<file path="config.mk">
export PLATFORM = sky130hd
export DESIGN_NAME = hex_object_record_loader_core
export DESIGN_NICKNAME = d
export VERILOG_FILES = /design/src/hw/rtl/horl_pkg.sv /design/src/hw/rtl/horl_front.sv /design/src/hw/rtl/horl_queue.sv /design/src/hw/rtl/horl_back.sv /design/src/hw/rtl/hex_object_record_loader_core.sv
export SDC_FILE = /design/constraint.sdc
export NUM_CORES = 1
export LEC_CHECK = 0
export BUFFER_PORTS_ARGS = -buffer_cell sky130_fd_sc_hd__clkbuf_2
export CAP_MARGIN = 20
export CORE_MARGIN = 5
export CORE_UTILIZATION = 46
export CTS_BUF_LIST = sky130_fd_sc_hd__clkbuf_8
export DETAILED_ROUTE_END_ITERATION = 10
export GPL_TIMING_DRIVEN = 0
export MAX_ROUTING_LAYER = met4
export PLACE_DENSITY_LB_ADDON = 0.12
export SLEW_MARGIN = 40
export SYNTH_ARGS = -nofsm -noshare
export SYNTH_HDL_FRONTEND = slang
export SYNTH_SLANG_ARGS = --single-unit
export TNS_END_PERCENT = 20
</file>
<file path="constraint.sdc">
create_clock -name clk -period 2.86 [get_ports clk]
set_input_delay 0.143 -clock clk [delete_from_list [all_inputs] [get_ports clk]]
set_output_delay 0.143 -clock clk [all_outputs]
set_load 0.005 [all_outputs]
</file>
<file path="src/hw/rtl/horl_pkg.sv">
// Shared types and constants for the hex object record loader.
// No dependencies; imported by every module of the loader.
package horl_pkg;

    // Width of the internal load address (wraps modulo 2**ADDR_WIDTH)
    localparam int ADDR_WIDTH = 16;

    // Output field widths
    localparam int KIND_W  = 2;
    localparam int WADDR_W = 16;
    localparam int BYTE_W  = 8;

    // Result kinds
    localparam logic [KIND_W-1:0] KIND_WRITE = 2'd0;
    localparam logic [KIND_W-1:0] KIND_END   = 2'd1;
    localparam logic [KIND_W-1:0] KIND_BAD   = 2'd2;

    // Characters of interest
    localparam logic [7:0] CH_NEWLINE = 8'h0A;
    localparam logic [7:0] CH_T       = 8'h54;
    localparam logic [7:0] CH_E       = 8'h45;

    // Token queue between front and back
    localparam int QUEUE_DEPTH = 2;
    localparam int QPTR_W      = $clog2(QUEUE_DEPTH);
    localparam int QCNT_W      = $clog2(QUEUE_DEPTH + 1);

    // Classified character
    typedef struct packed {
        logic       newline;
        logic       rec_t;
        logic       rec_e;
        logic       hex;
        logic [3:0] nibble;
    } tok_t;

    // Queue occupancy seen by the top level
    typedef struct packed {
        logic [QCNT_W-1:0] count;
        logic              full;
        logic              empty;
    } q_status_t;

endpackage

</file>
<file path="src/hw/rtl/horl_front.sv">
// Front end: takes characters and classifies them into tokens.
// Depends on horl_pkg; feeds horl_queue.
module horl_front
    import horl_pkg::*;
(
    input  logic       in_valid,
    output logic       in_ready,
    input  logic [7:0] char_code,
    input  logic       q_full,
    output logic       push,
    output tok_t       token
);

    // Accept whenever the queue has room
    assign in_ready = !q_full;
    assign push     = in_valid && !q_full;

    // Character classification and hex decode
    always_comb
    begin
        token         = '0;
        token.newline = (char_code == CH_NEWLINE);
        token.rec_t   = (char_code == CH_T);
        token.rec_e   = (char_code == CH_E);
        if (char_code >= 8'h30 && char_code <= 8'h39)
        begin
            token.hex    = 1'b1;
            token.nibble = char_code[3:0];
        end
        else if ((char_code >= 8'h41 && char_code <= 8'h46) ||
                 (char_code >= 8'h61 && char_code <= 8'h66))
        begin
            token.hex    = 1'b1;
            token.nibble = char_code[3:0] + 4'd9;
        end
    end

endmodule

</file>
<file path="src/hw/rtl/horl_queue.sv">
// Short token queue decoupling the front end from the record parser.
// Depends on horl_pkg.
module horl_queue
    import horl_pkg::*;
(
    input  logic      clk,
    input  logic      rst_n,
    input  logic      push,
    input  tok_t      push_tok,
    input  logic      pop,
    output tok_t      head_tok,
    output q_status_t status
);

    tok_t              entry_reg [QUEUE_DEPTH];
    logic [QPTR_W-1:0] wr_ptr_reg;
    logic [QPTR_W-1:0] wr_ptr_next;
    logic [QPTR_W-1:0] rd_ptr_reg;
    logic [QPTR_W-1:0] rd_ptr_next;
    logic [QCNT_W-1:0] count_reg;
    logic [QCNT_W-1:0] count_next;

    // Pointer and occupancy update
    always_comb
    begin
        wr_ptr_next = wr_ptr_reg;
        rd_ptr_next = rd_ptr_reg;
        count_next  = count_reg;
        if (push)
        begin
            wr_ptr_next = wr_ptr_reg + QPTR_W'(1);
        end
        if (pop)
        begin
            rd_ptr_next = rd_ptr_reg + QPTR_W'(1);
        end
        if (push && !pop)
        begin
            count_next = count_reg + QCNT_W'(1);
        end
        else if (pop && !push)
        begin
            count_next = count_reg - QCNT_W'(1);
        end
    end

    always_ff @(posedge clk or negedge rst_n)
    begin
        if (!rst_n)
        begin
            wr_ptr_reg <= '0;
            rd_ptr_reg <= '0;
            count_reg  <= '0;
        end
        else
        begin
            wr_ptr_reg <= wr_ptr_next;
            rd_ptr_reg <= rd_ptr_next;
            count_reg  <= count_next;
        end
    end

    // Token storage, no reset needed
    always_ff @(posedge clk)
    begin
        if (push)
        begin
            entry_reg[wr_ptr_reg] <= push_tok;
        end
    end

    assign head_tok     = entry_reg[rd_ptr_reg];
    assign status.count = count_reg;
    assign status.full  = (count_reg == QCNT_W'(QUEUE_DEPTH));
    assign status.empty = (count_reg == '0);

endmodule

</file>
<file path="src/hw/rtl/horl_back.sv">
// Back end: record parser state machine and the result output register.
// Depends on horl_pkg; consumes tokens from horl_queue.
module horl_back
    import horl_pkg::*;
(
    input  logic               clk,
    input  logic               rst_n,
    input  logic               tok_valid,
    input  tok_t               tok,
    output logic               pop,
    output logic               out_valid,
    input  logic               out_ready,
    output logic [KIND_W-1:0]  kind,
    output logic [WADDR_W-1:0] write_address,
    output logic [BYTE_W-1:0]  write_byte
);

    localparam logic [2:0] PH_LINE_START = 3'd0;
    localparam logic [2:0] PH_SKIP_LINE  = 3'd1;
    localparam logic [2:0] PH_SKIP_HIGH  = 3'd2;
    localparam logic [2:0] PH_ADDRESS    = 3'd3;
    localparam logic [2:0] PH_LENGTH     = 3'd4;
    localparam logic [2:0] PH_DATA_HIGH  = 3'd5;
    localparam logic [2:0] PH_DATA_LOW   = 3'd6;

    logic [2:0]            phase_reg;
    logic [2:0]            phase_next;
    logic [1:0]            cnt_reg;
    logic [1:0]            cnt_next;
    logic [ADDR_WIDTH-1:0] addr_reg;
    logic [ADDR_WIDTH-1:0] addr_next;
    logic [7:0]            left_reg;
    logic [7:0]            left_next;
    logic [3:0]            hi_reg;
    logic [3:0]            hi_next;
    logic                  finished_reg;
    logic                  finished_next;

    logic                  out_valid_reg;
    logic                  out_valid_next;
    logic [KIND_W-1:0]     kind_reg;
    logic [KIND_W-1:0]     kind_next;
    logic [WADDR_W-1:0]    waddr_reg;
    logic [WADDR_W-1:0]    waddr_next;
    logic [BYTE_W-1:0]     wbyte_reg;
    logic [BYTE_W-1:0]     wbyte_next;

    logic                  adv;
    logic                  emit;
    logic [ADDR_WIDTH+WADDR_W-1:0] addr_ext;

    // Output register frees up when empty or being taken
    assign adv      = !out_valid_reg || out_ready;
    assign pop      = tok_valid && adv;
    assign addr_ext = {{WADDR_W{1'b0}}, addr_reg};

    // Record parsing for one token
    always_comb
    begin
        phase_next    = phase_reg;
        cnt_next      = cnt_reg;
        addr_next     = addr_reg;
        left_next     = left_reg;
        hi_next       = hi_reg;
        finished_next = finished_reg;
        emit          = 1'b0;
        kind_next     = kind_reg;
        waddr_next    = waddr_reg;
        wbyte_next    = wbyte_reg;

        if (pop && !finished_reg)
        begin
            if (tok.newline)
            begin
                phase_next = PH_LINE_START;
                cnt_next   = '0;
            end
            else
            begin
                case (phase_reg)
                    PH_LINE_START:
                    begin
                        if (tok.rec_t)
                        begin
                            phase_next = PH_SKIP_HIGH;
                            cnt_next   = '0;
                            addr_next  = '0;
                            left_next  = '0;
                        end
                        else if (tok.rec_e)
                        begin
                            finished_next = 1'b1;
                            emit          = 1'b1;
                            kind_next     = KIND_END;
                            waddr_next    = '0;
                            wbyte_next    = '0;
                        end
                        else
                        begin
                            phase_next = PH_SKIP_LINE;
                        end
                    end
                    PH_SKIP_HIGH:
                    begin
                        cnt_next = cnt_reg + 2'd1;
                        if (cnt_reg == 2'd1)
                        begin
                            phase_next = PH_ADDRESS;
                            cnt_next   = '0;
                        end
                    end
                    PH_ADDRESS, PH_LENGTH, PH_DATA_HIGH, PH_DATA_LOW:
                    begin
                        if (!tok.hex)
                        begin
                            // bad digit abandons the rest of the line
                            phase_next = PH_SKIP_LINE;
                            cnt_next   = '0;
                            emit       = 1'b1;
                            kind_next  = KIND_BAD;
                            waddr_next = '0;
                            wbyte_next = '0;
                        end
                        else if (phase_reg == PH_ADDRESS)
                        begin
                            addr_next = {addr_reg[ADDR_WIDTH-5:0], tok.nibble};
                            cnt_next  = cnt_reg + 2'd1;
                            if (cnt_reg == 2'd3)
                            begin
                                phase_next = PH_LENGTH;
                                cnt_next   = '0;
                            end
                        end
                        else if (phase_reg == PH_LENGTH)
                        begin
                            left_next = {left_reg[3:0], tok.nibble};
                            cnt_next  = cnt_reg + 2'd1;
                            if (cnt_reg == 2'd1)
                            begin
                                cnt_next   = '0;
                                phase_next = ({left_reg[3:0], tok.nibble} == 8'd0) ?
                                             PH_SKIP_LINE : PH_DATA_HIGH;
                            end
                        end
                        else if (phase_reg == PH_DATA_HIGH)
                        begin
                            hi_next    = tok.nibble;
                            phase_next = PH_DATA_LOW;
                        end
                        else
                        begin
                            // second digit of a pair: one memory write
                            emit       = 1'b1;
                            kind_next  = KIND_WRITE;
                            waddr_next = addr_ext[WADDR_W-1:0];
                            wbyte_next = {hi_reg, tok.nibble};
                            addr_next  = addr_reg + ADDR_WIDTH'(1);
                            left_next  = left_reg - 8'd1;
                            phase_next = (left_reg == 8'd1) ? PH_SKIP_LINE : PH_DATA_HIGH;
                        end
                    end
                    default:
                    begin
                        phase_next = phase_reg;
                    end
                endcase
            end
        end

        // Output register valid
        out_valid_next = out_valid_reg;
        if (adv)
        begin
            out_valid_next = emit;
        end
    end

    // Parser control state
    always_ff @(posedge clk or negedge rst_n)
    begin
        if (!rst_n)
        begin
            phase_reg     <= PH_LINE_START;
            cnt_reg       <= '0;
            addr_reg      <= '0;
            left_reg      <= '0;
            hi_reg        <= '0;
            finished_reg  <= 1'b0;
            out_valid_reg <= 1'b0;
        end
        else
        begin
            phase_reg     <= phase_next;
            cnt_reg       <= cnt_next;
            addr_reg      <= addr_next;
            left_reg      <= left_next;
            hi_reg        <= hi_next;
            finished_reg  <= finished_next;
            out_valid_reg <= out_valid_next;
        end
    end

    // Result payload
    always_ff @(posedge clk)
    begin
        if (emit)
        begin
            kind_reg  <= kind_next;
            waddr_reg <= waddr_next;
            wbyte_reg <= wbyte_next;
        end
    end

    assign out_valid     = out_valid_reg;
    assign kind          = kind_reg;
    assign write_address = waddr_reg;
    assign write_byte    = wbyte_reg;

endmodule

</file>
<file path="src/hw/rtl/hex_object_record_loader_core.sv">
// Hex object record loader: one character per cycle unless out_ready stalls a result.
// A transferred character is written into the queue, then parsed from the queue head
// into the output register, from which its result is transferred.
// The parser consumes one token per cycle while the output register is free.
// Reset (rst_n, async, active low) returns to line start and clears the end flag.
// Depends on horl_pkg, horl_front, horl_queue, horl_back.
module hex_object_record_loader_core
    import horl_pkg::*;
(
    input  logic               clk,
    input  logic               rst_n,
    input  logic               in_valid,
    output logic               in_ready,
    input  logic [7:0]         char_code,
    output logic               out_valid,
    input  logic               out_ready,
    output logic [KIND_W-1:0]  kind,
    output logic [WADDR_W-1:0] write_address,
    output logic [BYTE_W-1:0]  write_byte
);

    logic      push;
    tok_t      front_tok;
    tok_t      head_tok;
    q_status_t q_stat;
    logic      pop;

    // Classify incoming characters
    horl_front u_front (
        .in_valid  (in_valid),
        .in_ready  (in_ready),
        .char_code (char_code),
        .q_full    (q_stat.full),
        .push      (push),
        .token     (front_tok)
    );

    // Token queue
    horl_queue u_queue (
        .clk      (clk),
        .rst_n    (rst_n),
        .push     (push),
        .push_tok (front_tok),
        .pop      (pop),
        .head_tok (head_tok),
        .status   (q_stat)
    );

    // Record parser and result register
    horl_back u_back (
        .clk           (clk),
        .rst_n         (rst_n),
        .tok_valid     (!q_stat.empty),
        .tok           (head_tok),
        .pop           (pop),
        .out_valid     (out_valid),
        .out_ready     (out_ready),
        .kind          (kind),
        .write_address (write_address),
        .write_byte    (write_byte)
    );

    // Once the end record is transferred, nothing more comes out
    a_end_is_last: assert property (@(posedge clk) disable iff (!rst_n)
        (out_valid && out_ready && kind == KIND_END) |=> !out_valid)
        else $error("result after end record");

    // Only defined result kinds are presented
    a_kind_legal: assert property (@(posedge clk) disable iff (!rst_n)
        out_valid |-> (kind == KIND_WRITE || kind == KIND_END || kind == KIND_BAD))
        else $error("undefined result kind");

    // A transferred character always lands in the queue
    a_push_lands: assert property (@(posedge clk) disable iff (!rst_n)
        (in_valid && in_ready) |=> !q_stat.empty)
        else $error("transferred character lost");

    // Occupancy never exceeds the queue depth
    a_q_bound: assert property (@(posedge clk) disable iff (!rst_n)
        q_stat.count <= QCNT_W'(QUEUE_DEPTH))
        else $error("queue overflow");

endmodule
</file>
; ---- Word level (Yosys, flattened, before mapping)
; Memory sizes are Yosys's and may differ from the RTL's.
; Cells that the tools add are included.
[totals]
regBits = 65
latchBits = 0
mem_bits_rw = 16
rom_bits = 0
in_bits = 12
elab_cells = 160
memories = 1
[classes]
addsub = 8
multipliers = 0
n_div = 0
n_lt_le_gt_ge = 6
eq_ne = 29
shift = 0
muxes = 69
n_bitwise = 4
reduce_logical = 30
[mem_list]
columns = memory, words, width, rd, rd_clocked_by_memory_dff, write_ports, line
row1 = u_queue.entry_reg, 2, 8, 1, 0, 1, horl_queue.sv:15  ; tok_t entry_reg [QUEUE_DEPTH];
[op_table]
columns = operator, count
row1 = two-way mux 16 bit, 11
row2 = two-way mux 8 bit, 11
row3 = one-hot mux 16 bit (2 select lines), 2
row4 = two-way mux 3 bit, 12
row5 = one-hot mux 8 bit (2 select lines), 2
row6 = two-way mux 2 bit, 15
row7 = AND reduction 7 bit, 3
row8 = "adder 16 x 1 -> 16 bit, second input constant", 1
row9 = "== test 8 x 7 -> 1 bit, second input constant", 2
row10 = ">= comparator 8 x 7 -> 1 bit, second input constant", 2
row11 = "less-or-equal comparator 8 x 7 -> 1 bit, second input constant", 2
row12 = "!= test 3 x 2 -> 1 bit, second input constant", 4
row13 = "!= test 3 bit, second input constant", 4
row14 = two-way mux 1 bit, 10
row15 = two-way mux 5 bit, 2
row16 = "!= test 5 bit, second input constant", 2
row17 = "== test 3 bit, second input constant", 3
row18 = one-hot mux 3 bit (3 select lines), 1
row19 = AND reduction 9 bit, 1
row20 = "== test 8 x 1 -> 1 bit, second input constant", 1
row21 = "== test 8 x 4 -> 1 bit, second input constant", 1
row22 = ">= comparator 8 x 6 -> 1 bit, second input constant", 1
row23 = "less-or-equal comparator 8 x 6 -> 1 bit, second input constant", 1
row24 = logical AND 1 bit, 8
row25 = 27 further kinds, 44

; ---- Longest topological paths before layout
; Gate-level depths: netlist of the first run.
[logic_depth]
word_depth = 9
mapped_depth = 7

; ---- By module
; From an unflattened synthesis of the first run, not the netlist that was laid out.
[hier_totals]
hier_cells = 430
area_unflattened_um2 = 4564.4
[by_module_without_submodules]
columns = mod, instances, cells_each, area_each_um2
row1 = horl_back, 1, 352, 3528.4
row2 = horl_queue, 1, 41, 770.7
row3 = horl_front, 1, 36, 261.5
row4 = hex_object_record_loader_core, 1, 1, 3.8

; ---- Least setup slack after synthesis of the first run
; No wires, ideal clock.
[synth_timing]
path_type = reg2reg
startpoint = register u_queue.rd_ptr_reg
endpoint = register u_back.kind_reg[0], in the netlist u_back.kind[0] (enable)
setup_ns = 0.386
t_arrival_ns = 1.981
required_time_ns = 2.474
slack_ns = 0.493
path_stages_with_launch = 6
path_buffers = 1
synth_period_minus_slack_ns = 2.367
cell_sequence = dfrtp_1 buf_6 or3b_2 a21oi_1 nor2b_1 o311a_1
[synth_between]
elab_chain_cells = 7
elab_cells_between_ends = 14
classes_between = 5 x eq/ne / 6 x mux / 1 x bitwise / 1 x reduce/logical / 1 x memory
[synth_rtl]
columns = element, line
row1 = from (decl), horl_queue.sv:18  ; logic [QPTR_W-1:0] rd_ptr_reg;
row2 = from (signal assigned), horl_queue.sv:58  ; rd_ptr_reg <= rd_ptr_next;
row3 = memory read (2 x 8 bit) *, n/a
row4 = two-way mux 1 bit, horl_back.sv:90  ; else if (tok.rec_e)
row5 = two-way mux 1 bit, horl_back.sv:83  ; if (tok.rec_t)
row6 = one-hot mux 1 bit (2 select lines), horl_back.sv:80  ; case (phase_reg)
row7 = two-way mux 1 bit, horl_back.sv:73  ; if (tok.newline)
row8 = two-way mux 1 bit, horl_back.sv:71  ; if (pop && !finished_reg)
row9 = AND reduction 9 bit (no source line) *, n/a
row10 = to (signal assigned), horl_back.sv:208  ; kind_reg <= kind_next;
row11 = to (decl), horl_back.sv:41  ; logic [KIND_W-1:0] kind_reg;
; Mark *: on every way between the ends. The rest lies on a longest branch, timed or not.
; A chain may end at the register's enable or synchronous reset.

; ---- Final worst setup path of the first run
[layout_timing]
startpoint = register u_back.phase_reg[0]
endpoint = register u_back.addr_reg[11]
[layout_between]
elab_chain_cells = 4
elab_cells_between_ends = 15
classes_between = 8 x eq/ne / 3 x mux / 4 x reduce/logical
[layout_rtl]
columns = element, line
row1 = from (decl), horl_back.sv:26  ; logic [2:0] phase_reg;
row2 = from (signal assigned), horl_back.sv:193  ; phase_reg <= phase_next;
row3 = "== test 3 bit, or another cell as far along", horl_back.sv:80
row4 = OR reduction 4 bit or two-way mux 16 bit (tied branches), "horl_back.sv:80, horl_back.sv:124"
row5 = "!= test 3 x 2 -> 1 bit (no source line), or another cell as far along", n/a
row6 = AND reduction 7 bit (no source line) or one-hot mux 16 bit (2 select lines) (tied branches), n/a
row7 = to (signal assigned), horl_back.sv:195  ; addr_reg <= addr_next;
row8 = to (decl), horl_back.sv:30  ; logic [ADDR_WIDTH-1:0] addr_reg;
; Parallel ways exist; a longest one is shown, timed or not. The select of a mux whose other input is x is not followed.

==> impl_metrics.json, run 1 <==
{
  "drt.antenna.violating_nets": 0,
  "detail_route.iter0.violations": 160,
  "tritoncts.num_buffers": 9,
  "synth_nets": 447,
  "layout.filler_cells": 881,
  "num_vias": 3406,
  "grt.total_usage": 0.179,
  "worst_setup_hold_path_clk_slew_ns": 0.09,
  "number_of_antenna_violations_at_the_first_check_in_global_routing": 0,
  "ys_seq_area_frac": 0.509,
  "max_clock_freq_mhz": 392,
  "grt_pass1_vias": 3333,
  "leakage_nw": 2.01,
  "post_synth_edffs": 42,
  "worst_slew_margin_rel": 0.485,
  "worst_pin_slew_ns": 0.773,
  "netlist_top_cells_count": "sky130_fd_sc_hd__edfxtp_1 (42), sky130_fd_sc_hd__dfrtp_1 (39), sky130_fd_sc_hd__o21ai_0 (39), sky130_fd_sc_hd__nand2_1 (35), sky130_fd_sc_hd__nor2_1 (30)",
  "synth.distinct_cells": 71,
  "post-layout-total-power_mw": 3.68,
  "cts_tree": "built",
  "place_worst_setup_slack_ns": 0.230,
  "worst_ep_required_time_ns": 3.08,
  "ioPinCount": 40,
  "multi_input_comb_area_um2": 2000,
  "detail_route.wl_per_cell_um": 15.7,
  "cts_root_buffer": "sky130_fd_sc_hd__clkbuf_8",
  "synth_warnings": 0,
  "min-delay-path-class": "in -> reg",
  "place.gp.congestion": 0.912,
  "mappedNetlistArea_um2": 4400,
  "wirelength_um": 9490,
  "setup_viol": 0,
  "cts_post_setup_buffers_inserted": 0,
  "power_per_cell_area_nw_per_um2": 744,
  "max-vdd-ir-drop_mv": 0.373,
  "dieHeight_um": 108,
  "maximum_capacitance_violations": 0,
  "sequential_standard_cell_area_um2": 2240,
  "areaGrowthSynthToFinish_pct": 12.6,
  "clock_tree.buffer_depth": 2,
  "port_buffers": 38,
  "vias_per_cell": 5.62,
  "final-hold-violation-count": 0,
  "ys_async_sr_fraction": 0.481,
  "global_route_wire_length_before_repair_um": 16100,
  "worstSetupEndpointType": "flip-flop",
  "row_count": 35,
  "hpwlAfterDp_um": 6670,
  "crit_type": "reg -> reg",
  "final-max-slew-violation-count": 0,
  "synth_area_leader_cell": "sky130_fd_sc_hd__edfxtp_1",
  "ctsHoldBuffers": 1,
  "htree_num_levels": 3,
  "grt_overflow": 0,
  "post_dp_cell_area_um2": 4750,
  "cts.sinks": 81,
  "ys_seq_elements": 81,
  "fp.dieArea_um2": 11600,
  "ys_top_cells_by_area": "sky130_fd_sc_hd__edfxtp_1 (29%), sky130_fd_sc_hd__dfrtp_1 (22%), sky130_fd_sc_hd__o21ai_0 (4.4%)",
  "setup_tns_ns": 0,
  "cts_repair_resize_count": 0,
  "synth_ff_type": "sky130_fd_sc_hd__edfxtp_1",
  "core_region_area_um2": 9280,
  "gate_count_of_the_mapped_netlist": 422,
  "grt_start_max_net_pins": 40,
  "finish.instance_area_um2": 4950,
  "num-nets-final": 497,
  "regToRegSetupSlack_ns": 0.31,
  "yosys.cell_count.top_type": "sky130_fd_sc_hd__edfxtp_1",
  "synthesis.area_per_instance_um2": 10.4,
  "synth_top_cell_area_share": 0.287,
  "fin_skew_ns": 0.0162,
  "clkLatencyLatePin_ns": 0.37,
  "final_worst_path_cycle_share": 0.892,
  "period_minus_slack_ns": 2.55,
  "remaining_drc_errors": 0,
  "rsz0062_at_grt": "no",
  "outcome": "finished clean",
  "worst_setup_path_start_kind": "flip-flop",
  "cp.arrival_ns": 2.77,
  "detailedRoute.firstPassIterationCount": 4,
  "fin_worst_hold_slack_ns": 0.0759,
  "drive_above_1_share": 0.166,
  "cp_max_fo": 10,
  "start_util": 0.473,
  "die_w_um": 108,
  "layout_setup_ws_ns": 0.308,
  "insertedDiodeCount": 0
}
-- per-layer routing --
metal | vias up | track usage | part of all wire
met3 | 14 | 0.0276 | 0.043
li1 | 1663 | - | -
met2 | 86 | 0.307 | 0.50
met1 | 1643 | 0.217 | 0.44
met5 | - | - | 0
met4 | 0 | 0.0559 | 0.015
-- through the flow --
stage          std cells  utilization
3_3_place_gp         589        0.511
2_1_floorplan        422            -
3_5_place_dp         589        0.512
4_1_cts              606        0.533
5_1_grt              606        0.533
6_report             606        0.533
-- critical path, stage by stage (launching register included) --
cell and delay (ns):
sky130_fd_sc_hd__dfrtp_1 0.47, sky130_fd_sc_hd__nand3b_1 0.26, sky130_fd_sc_hd__a21oi_1 0.70, sky130_fd_sc_hd__o211ai_2 0.33, sky130_fd_sc_hd__clkbuf_1 0.31, sky130_fd_sc_hd__o21ai_0 0.22, sky130_fd_sc_hd__o21ai_0 0.13
-- cell type report --
type	count	area share
Buffer	22	0.0207
Clock buffer	9	0.0250
Clock inverter	7	0.0126
Inverter	15	0.0114
Multi-Input combinational cell	304	0.404
Sequential cell	81	0.452
Tap cell	129	0.0326
Timing Repair Buffer	39	0.0410
-- logic make-up after synthesis --
family	after synthesis	synth area share
DFF	81	0.509
and+or+nand+nor	161	0.206
buffers and inverters	37	0.0361
muxes	11	0.0285
adders and majority gates	14	0.0393
xor gates and xnor gates	8	0.0159
AOI/OAI and AO/OA	110	0.165
-- worst paths after layout --
| kind | cells past startpoint | endpoint | from |
|---|---|---|---|
| min | 3 | u_queue.wr_ptr_reg | in_valid |
| max reg2reg | 6 | u_back.addr_reg[11] | u_back.phase_reg[0] |
| min in group asynchronous | 2 | u_back.left_reg[6] | rst_n |
| min reg2reg | 2 | u_back.hi_reg[2] | u_back.hi_reg[2] |
| max | 6 | u_back.addr_reg[11] | u_back.phase_reg[0] |
| max in group asynchronous | 2 | u_back.phase_reg[1] | rst_n |
-- power breakdown --
part | switching, mW | total [mW] | internal, mW | leakage (nW)
Combinational | 0.782 | 1.31 | 0.530 | 0.980
Sequential | 0.152 | 1.57 | 1.42 | 0.937
Clock | 0.468 | 0.803 | 0.335 | 0.0980
Total | 1.40 | 3.68 | 2.28 | 2.01
-- layout by cell type, fill, tap and decap left out, types with 5 or more instances in the layout --
cell type and count:
sky130_fd_sc_hd__nand3_1 9, sky130_fd_sc_hd__mux2i_1 7, sky130_fd_sc_hd__and2_1 19, sky130_fd_sc_hd__a21oi_1 17
sky130_fd_sc_hd__nor2_1 30, sky130_fd_sc_hd__nand4_1 6, sky130_fd_sc_hd__clkbuf_2 37, sky130_fd_sc_hd__or2_2 5
sky130_fd_sc_hd__clkbuf_1 17, sky130_fd_sc_hd__nand2_1 35, sky130_fd_sc_hd__clkbuf_8 9, sky130_fd_sc_hd__dfrtp_1 39
sky130_fd_sc_hd__inv_1 15, sky130_fd_sc_hd__o21ai_0 39, sky130_fd_sc_hd__nand2b_1 7, sky130_fd_sc_hd__edfxtp_1 42
sky130_fd_sc_hd__nor3_1 11, sky130_fd_sc_hd__ha_1 13
Power figures use the tool's default switching activity.
==> run 2, diff against run 1 <==
SYNTH_HIERARCHICAL = 1   (was default)
==> impl_metrics.json, run 2 <==
{
  "grt_start_max_net_pins": 40,
  "fp.dieArea_um2": 12000,
  "ys_seq_area_frac": 0.490,
  "worst_ep_required_time_ns": 2.93,
  "seqPwrFrac": 0.487,
  "htree_num_levels": 3,
  "final-hold-violation-count": 0,
  "setup_viol": 0,
  "synthesis.area_per_instance_um2": 10.6,
  "wirelength_um": 10500,
  "clkLatencyLatePin_ns": 0.37,
  "final-max-slew-violation-count": 0,
  "worst_setup_hold_path_clk_slew_ns": 0.08,
  "most-common-layout-cells": "sky130_fd_sc_hd__edfxtp_1 (42), sky130_fd_sc_hd__dfrtp_1 (39), sky130_fd_sc_hd__clkbuf_2 (38)",
  "clock_tree.buffer_depth": 2,
  "hpwlAfterDp_um": 7430,
  "core_region_area_um2": 9730,
  "detailedRoute.firstPassIterationCount": 5,
  "final_worst_path_cycle_share": 0.938,
  "min-delay-path-class": "in -> reg",
  "worst_slew_margin_rel": 0.444,
  "leakage_nw": 2.13,
  "power.share.clock": 0.301,
  "detail_route.iter0.violations": 238,
  "number_of_antenna_violations_at_the_first_check_in_global_routing": 0,
  "drive_above_1_share": 0.187,
  "areaGrowthSynthToFinish_pct": 13.1,
  "grt_pass1_vias": 3475,
  "post_synth_edffs": 42,
  "grt_overflow": 0,
  "cts_tree": "built",
  "p_int_mw": 1.94,
  "worst_pin_slew_ns": 0.832,
  "fin_worst_hold_slack_ns": 0.0418,
  "fin_skew_ns": 0.00879,
  "synth_top_cell_area_share": 0.276,
  "synth_nets": 454,
  "ys_top_cells_by_area": "sky130_fd_sc_hd__edfxtp_1 (28%), sky130_fd_sc_hd__dfrtp_1 (21%), sky130_fd_sc_hd__ha_1 (3.3%)",
  "cp_max_fo": 18,
  "rsz0062_at_grt": "no",
  "worstSetupEndpointType": "flip-flop",
  "cts.sinks": 81,
  "netlist_top_cells_count": "sky130_fd_sc_hd__edfxtp_1 (42), sky130_fd_sc_hd__dfrtp_1 (39), sky130_fd_sc_hd__inv_1 (27), sky130_fd_sc_hd__and2_1 (23), sky130_fd_sc_hd__nor2_1 (23)",
  "ys_seq_elements": 81,
  "synth_area_leader_cell": "sky130_fd_sc_hd__edfxtp_1",
  "detail_route.wl_per_cell_um": 17.0,
  "max-vdd-ir-drop_mv": 0.322,
  "num-nets-final": 506,
  "remaining_drc_errors": 0,
  "post-layout-total-power_mw": 2.76,
  "num_vias": 3560,
  "maximum_capacitance_violations": 0,
  "total_switching_power_mw": 0.819,
  "cp.arrival_ns": 2.76,
  "cts_repair_resize_count": 0,
  "crit_type": "reg -> reg",
  "global_route_wire_length_before_repair_um": 17300,
  "grt.total_usage": 0.192,
  "ys_async_sr_fraction": 0.481,
  "dieHeight_um": 110,
  "place.gp.congestion": 0.879,
  "max_clock_freq_mhz": 373,
  "die_w_um": 110,
  "port_buffers": 39,
  "synth_ff_type": "sky130_fd_sc_hd__edfxtp_1",
  "power_per_cell_area_nw_per_um2": 534,
  "outcome": "finished clean",
  "tritoncts.num_buffers": 9,
  "ioPinCount": 40,
  "gate_count_of_the_mapped_netlist": 430,
  "drt.antenna.violating_nets": 0,
  "vias_per_cell": 5.74,
  "synth.distinct_cells": 69,
  "row_count": 36,
  "worst_setup_path_start_kind": "flip-flop",
  "power.share.combinational": 0.212,
  "period_minus_slack_ns": 2.68,
  "synth_warnings": 6,
  "cts_root_buffer": "sky130_fd_sc_hd__clkbuf_8",
  "switching_fraction": 0.297,
  "start_util": 0.469,
  "yosys.cell_count.top_type": "sky130_fd_sc_hd__edfxtp_1",
  "layout.filler_cells": 907,
  "insertedDiodeCount": 0,
  "mappedNetlistArea_um2": 4560,
  "mostFrequentLayoutCell": "sky130_fd_sc_hd__edfxtp_1"
}
==> run 2: final cells by class <==
| cell class | instances | area, um^2 | area share |
|---|---|---|---|
| Timing Repair Buffer | 41 | 223 | 0.0431 |
| Clock buffer | 9 | 124 | 0.0240 |
| Sequential cell | 81 | 2240 | 0.433 |
| Tap cell | 133 | 166 | 0.0322 |
| Buffer | 24 | 121 | 0.0235 |
| Inverter | 27 | 101 | 0.0196 |
| Multi-Input combinational cell | 298 | 2120 | 0.411 |
| Clock inverter | 7 | 70.1 | 0.0136 |
==> run 2: power by group through the flow <==
stage / clock [mW] / combinational, mW / sequential (mW)
floorplan: 0 / 0.419 / 1.36
global route: 0.905 / 0.644 / 1.35
global placement: 0 / 0.576 / 1.36
CTS: 0.852 / 0.590 / 1.34
detailed placement: 0 / 0.588 / 1.37
finish: 0.830 / 0.585 / 1.34
==> run 2: kinds of logic (layout without fill, tap and decap cells) <==
family,after synthesis,count (layout),synth area share
buffers and inverters,51,108,0.0488
AO/OA/AOI/OAI,112,112,0.175
flip-flops,81,81,0.490
adder cells (fa/ha/maj),12,12,0.0329
AND/OR/NAND/NOR,149,149,0.195
multiplexers,18,18,0.0441
XOR/XNOR,7,7,0.0134
==> run 2: path summary, 6_finish.rpt <==
kind	startpoint	end	slack, ns	cells past startpoint
max	u_queue/rd_ptr_reg	u_back/write_address[4]	0.18	6
min	out_ready	u_back/out_valid	0.04	3
max reg2reg	u_queue/rd_ptr_reg	u_back/write_address[4]	0.18	6
min reg2reg	u_queue/wr_ptr_reg	u_queue/wr_ptr_reg	0.49	1
max in group asynchronous	rst_n	u_back/left_reg[4]	2.12	2
min in group asynchronous	rst_n	u_back/hi_reg[2]	0.34	2
==> run 2: metrics by stage <==
stage                      util  setup slack, ns  cells  area [um^2]  TNS [ns]
after floorplan               -            0.238    430         4570         0
after global placement    0.507           -0.520    602         4930    -13.77
final                     0.531            0.176    620         5160         0
after global routing      0.531          0.00588    620         5160         0
after CTS                 0.531            0.195    620         5160         0
after detailed placement  0.510            0.192    603         4960         0
==> run 2: timing repair <==
action                                 in CTS  in global routing
endpoints found under the hold margin      39                  0
hold buffers                                1                  0
buffers inserted                            0                  0
==> run 2: critical path, cell delays in order (launching register included) <==
cell                      delay [ns]
sky130_fd_sc_hd__dfrtp_1        0.34
sky130_fd_sc_hd__buf_6          0.14
sky130_fd_sc_hd__mux2_2         0.44
sky130_fd_sc_hd__nor2b_1        0.28
sky130_fd_sc_hd__nand3_1        0.38
sky130_fd_sc_hd__a31oi_4        0.55
sky130_fd_sc_hd__buf_8          0.24
==> run 2: layer usage <==
layer | track usage | vias to the layer above | part of all wire
li1 | - | 1723 | -
met1 | 0.239 | 1712 | 0.44
met2 | 0.309 | 109 | 0.49
met3 | 0.0411 | 16 | 0.051
met4 | 0.0748 | 0 | 0.021
met5 | - | - | 0
